**config.mk**
```make
export PLATFORM = sky130hd
export DESIGN_NAME = fpalu_div_cell
export DESIGN_NICKNAME = d
export VERILOG_FILES = /design/src/hdl/assert_macros.svh /design/src/hdl/fpalu_pkg.sv /design/src/hdl/fpalu_div_cell.sv
export SDC_FILE = /design/constraint.sdc
export NUM_CORES = 1
export LEC_CHECK = 0
export ABC_CLOCK_PERIOD_IN_PS = 3850
export BUFFER_PORTS_ARGS = -buffer_cell sky130_fd_sc_hd__buf_2
export CORE_MARGIN = 2
export CORE_UTILIZATION = 40
export DETAILED_ROUTE_END_ITERATION = 10
export PLACE_DENSITY = 0.72
export SYNTH_ARGS = -nofsm -noshare
export SYNTH_HDL_FRONTEND = slang
export SYNTH_SLANG_ARGS = --single-unit
```
**constraint.sdc**
```tcl
create_clock -name clk -period 3.85 [get_ports clk]
set_input_delay 0.385 -clock clk [delete_from_list [all_inputs] [get_ports clk]]
set_output_delay 0.385 -clock clk [all_outputs]
set_load 0.1 [all_outputs]
```
**src/hdl/assert_macros.svh**
```systemverilog
// assertion helpers shared by the rtl
`ifndef ASSERT_MACROS_SVH
`define ASSERT_MACROS_SVH
// property must hold in the cycle after the trigger
`define ASSERT_NEXT(label, clk, rst_n, trig, prop) \
	label: assert property (@(posedge clk) disable iff (!rst_n) (trig) |=> (prop)) \
		else $error("assertion failed");
// property must hold in the same cycle as the trigger
`define ASSERT_SAME(label, clk, rst_n, trig, prop) \
	label: assert property (@(posedge clk) disable iff (!rst_n) (trig) |-> (prop)) \
		else $error("assertion failed");
`endif

```
**src/hdl/fpalu_pkg.sv**
```systemverilog
`timescale 1ns / 1ps
`default_nettype none
package fpalu_pkg;
	localparam int W = 32;
	localparam logic [3:0] CMD_ADD = 4'd0;
	localparam logic [3:0] CMD_SUB = 4'd1;
	localparam logic [3:0] CMD_MUL = 4'd2;
	localparam logic [3:0] CMD_DIV = 4'd3;
	localparam logic [3:0] CMD_MIN = 4'd4;
	localparam logic [3:0] CMD_MAX = 4'd5;
	localparam logic [3:0] CMD_CMP = 4'd6;
	localparam logic [3:0] CMD_I2F = 4'd7;
	localparam logic [3:0] CMD_F2I = 4'd8;
	localparam logic [3:0] CMD_INC = 4'd9;
	localparam logic [3:0] CMD_DEC = 4'd10;

	// flags and final word of one operation
	typedef struct packed {
		logic [W-1:0] value;
		logic         lt;
		logic         eq;
		logic         gt;
		logic         dz;
	} res_t;
endpackage
`default_nettype wire

```
**src/hdl/fpalu_div_cell.sv**
```systemverilog
`timescale 1ns / 1ps
`default_nettype none
// one restoring division step per cell, hands remainder and quotient on
module fpalu_div_cell import fpalu_pkg::*; #(
	parameter int NB = 40
) (
	input  wire logic          clk,
	input  wire logic          en,
	input  wire logic [NB-1:0] rem_in,
	input  wire logic [NB-1:0] num_in,
	input  wire logic [W-1:0]  den_in,
	input  wire logic [NB-1:0] quo_in,
	output logic      [NB-1:0] rem_out,
	output logic      [NB-1:0] num_out,
	output logic      [W-1:0]  den_out,
	output logic      [NB-1:0] quo_out
);
	logic [NB:0] sh;
	logic [NB:0] diff;
	logic        take;

	// shift in next numerator bit and try subtract
	always_comb begin
		sh   = {rem_in, num_in[NB-1]};
		diff = sh - {{(NB+1-W){1'b0}}, den_in};
		take = !diff[NB];
	end

	always_ff @(posedge clk) begin
		if (en) begin
			rem_out <= take ? diff[NB-1:0] : sh[NB-1:0];
			num_out <= {num_in[NB-2:0], 1'b0};
			den_out <= den_in;
			quo_out <= {quo_in[NB-2:0], take};
		end
	end
endmodule
`default_nettype wire

```
* After elaboration in Yosys (flattened, before gate mapping)
Cells that the tools add are included.
Cells by class: add/sub/neg operators 1, multiplexer cells 1, reduce and logical (&&, ||, !) cells 1
Operators by type and width (number):
- $sub 41x32->41 | 1
- $mux 40 | 1
- $logic_not 1->1 | 1
Storage, ports and cells: register bits after elaboration 151, bits of input ports 154, output and inout port bits 152, word-level logic and storage cells 7

* Logic depth before layout (Yosys ltp)
depth in word-level cells 2, depth in mapped cells 14, gate-level depth less buffers 14

* Least setup slack after synthesis
Ideal clock, no wire load.
path type input port to flip-flop, start point input num_in[39], end point register rem_out[19] (data pin), setup time 262 ps, data arrival time 2677 ps, required time 3588 ps, path slack 911 ps, stages 13, path buffers 0, path through inv_1 > ha_1 > inv_1 > fa_1 > a211oi_1 > o21a_1 > a21oi_1 > o21ai_0 > and4_1 > nor2_2 > xnor2_4 > inv_2 > mux2_1
Between the ends: word-level cells in the longest chain between the ends 2
RTL lines:
- start, declared | line fpalu_div_cell.sv:10 | input wire logic [NB-1:0] num_in,
- $sub 41x32->41 | line fpalu_div_cell.sv:25 | diff = sh - {{(NB+1-W){1'b0}}, den_in};
- $mux 40 | line fpalu_div_cell.sv:31 | rem_out <= take ? diff[NB-1:0] : sh[NB-1:0];
- end signal, assigned | line fpalu_div_cell.sv:31
- end, declared | line fpalu_div_cell.sv:13 | output logic [NB-1:0] rem_out,
Every way passes these cells. A chain may end at the register's enable or synchronous reset.

* Final worst setup path
Same ends and word-level chain as after synthesis.

==> results.cfg <==
[worst_setup_path]
cp_data_required_time_ns = 4.02
end_kind = flip-flop
arrival_ns = 3.23
critPathMaxFanout = 7
critical_path_class = in2reg
start_kind = input pin

[clock_network]
cts-resized-gates = 0
clk_pin_slew_ns = 0.07
cts_tree = yes
cts.htree.levels = 4
clockBufferDepth = 2
cts_buffers = 17
clock_tree.root_cell = clkbuf_16
postCtsHoldBufs = 0
post-cts-setup-buffers = 0
clkSinkCount = 151

[layout]
num-nets-final = 1052
syn_to_final_growth_pct = 33.8
n_fill_cell = 1491
final_cells = 1105
layout_commonest_cell = buf_2
final_area_mm2 = 0.00943
layout_common_cells = buf_2, edfxtp_1, nand2_1, a21oi_1, o21ai_0
final_layout_size_suffix_gt1_frac = 0.397

[placement]
place_inst = 1071
numPortBuffers = 303
hpwlAfterDp_um = 14700
gp_congestion = 0.805
placed_area_mm2 = 0.00883

[synth]
netlist_instances = 555
synthArstFlopShare = 0
netlist_area_mm2 = 0.00704
synth.yosys.seq_area_share = 0.644
synth.ff_latch_count = 151
syn-num-nets = 742
yosysUniqueCellTypes = 55
synth_area_per_cell_um2 = 12.7
synthFlopType = edfxtp_1
yosys_warnings = 0
synth_edf_count = 151

[power_and_ir_drop]
peakVddDrop_mv = 0.311
power_density_mw_per_mm2 = 572
leakage_nw = 4.11

[hold_path]
hp-class = in2reg

[detailed_routing]
drc = 0
drt_first_iter_violations = 327
m1WireLength_um = 7160
wire_per_inst_um = 17.2
routed_via_density = 4.95
postRouteWirelength_um = 19000
top_layer = met4
num_vias = 5471
wl_met2_um = 9860
detail-route-antenna-nets = 0
met3WireLength_um = 1610
dr.pass1.iters = 5

[floorplanning]
start_util = 0.409
row_count = 48
die_x_um = 137
die-area_mm2 = 0.0187
core_area_mm2 = 0.0172
io_pins = 306
die_h_um = 137

[timing]
drv_slew = 0
tightest_slew_ns = 0.860
maxSlewHeadroom = 0.427
fmax_ghz = 0.327
hold_viol_final = 0
rsz0062_at_grt = no
period_minus_slack_ns = 3.06
period_share = 0.795
tns_ns = 0
timing.hold.ws_ns = 0.132
setup_viol = 0

[job]
max-cap-violations = 0

[run_status]
status = finished clean

[global_route]
antenna_found_initial = 3
grt_pass1_wl_um = 27000
gr-usage-all-layers = 0.193
grt_remaining_overflow = 0
grt_max_degree = 94
grt_pass1_vias = 5105
[cells in the mapped netlist (2+ instances only)]
| library cell | number | area [um2] |
|---|---|---|
| buf_4 | 2 | 15.0 |
| a21boi_0 | 2 | 15.0 |
| nor3_1 | 5 | 25.0 |
| o21a_1 | 3 | 22.5 |
| o31ai_1 | 6 | 45.0 |
| inv_1 | 38 | 143 |
| ha_1 | 32 | 400 |
| nor2_1 | 23 | 86.3 |
| or3_1 | 3 | 18.8 |
| xor2_1 | 15 | 131 |
| nand3_1 | 7 | 35.0 |
| buf_2 | 5 | 25.0 |
| nor3b_1 | 2 | 15.0 |
| nand2_1 | 59 | 221 |
| clkbuf_1 | 10 | 37.5 |
| xnor2_1 | 14 | 123 |
| nand3b_1 | 3 | 22.5 |
| o21ai_0 | 45 | 225 |
| edfxtp_1 | 151 | 4530 |
| and4_1 | 2 | 17.5 |
| a21o_1 | 11 | 82.6 |
| nand4_1 | 5 | 31.3 |
| a31oi_1 | 2 | 12.5 |
| nor4_1 | 5 | 31.3 |
| nand2b_1 | 7 | 43.8 |
| a21oi_1 | 46 | 230 |
| o21ai_1 | 5 | 25.0 |
| o21bai_1 | 6 | 45.0 |
| o211ai_1 | 7 | 52.6 |
| a211oi_1 | 8 | 60.1 |
| and2_1 | 2 | 12.5 |
[cell type report]
cell class	instances	area, um2	area share
inverter	39	146	0.0155
tap	225	282	0.0299
antenna	2	5.00	0.000531
timing repair buffer	308	1590	0.168
clock inverter	14	160	0.0170
sequential	151	4530	0.481
clock buffer	18	429	0.0455
multi-input combinational	348	2280	0.242
[flip-flops by register name (all words and copies together), names as in the netlist]
name and cells:
den_out 32, quo_out 40, num_out 39, rem_out 40
[worst max-delay path: stages]
cell and delay, ns:
buf_2 0.11, inv_1 0.05, ha_1 0.16, inv_1 0.05
fa_1 0.42, a211oi_1 0.30, o21a_1 0.20, a21oi_1 0.11
o21ai_0 0.18, buf_4 0.15, and4_1 0.23, nor2_2 0.09
xnor2_4 0.29, inv_2 0.17, mux2_1 0.34
[per-stage QoR]
stage | util | power (mW) | worst slack (ns)
CTS | 0.547 | 5.42 | 0.780
finish | 0.547 | 5.39 | 0.790
global placement | 0.512 | 3.76 | 0.372
global route | 0.547 | 5.57 | 0.590
floorplan | - | 3.43 | 0.911
detailed placement | 0.512 | 3.78 | 0.341
[kinds of logic (layout without fill, tap and decap cells)]
logic type                 after synthesis  after routing  synth area share
and+or+nand+nor                        130            130            0.0880
DFF                                    151            151             0.644
AOI/OAI and AO/OA                      152            152             0.133
muxes                                    2              2           0.00302
adders and majority gates               33             33            0.0597
buffers and inverters                   56            379            0.0318
other                                    1              3          0.000533
xor gates and xnor gates                30             30            0.0400
[power by group]
part | total (mW) | internal [mW] | switching, mW
clock network | 1.65 | 0.920 | 0.730
logic | 1.72 | 0.307 | 1.41
registers | 2.01 | 1.98 | 0.0337
total | 5.39 | 3.21 | 2.18
[per-layer routing]
layer	global-route usage	vias to the layer above
li1	-	2699
met5	0	-
met3	0.0644	26
met1	0.219	2542
met2	0.334	204
met4	0.0752	0
[path summary, 6_finish.rpt]
check | startpoint | to | slack, ns | cells past startpoint
worst max-delay path | num_in[39] | rem_out[19]$_DFFE_PP_ | 0.79 | 15
worst min-delay path | quo_in[22] | quo_out[23]$_DFFE_PP_ | 0.13 | 1
(Power assumes the default switching activity.)
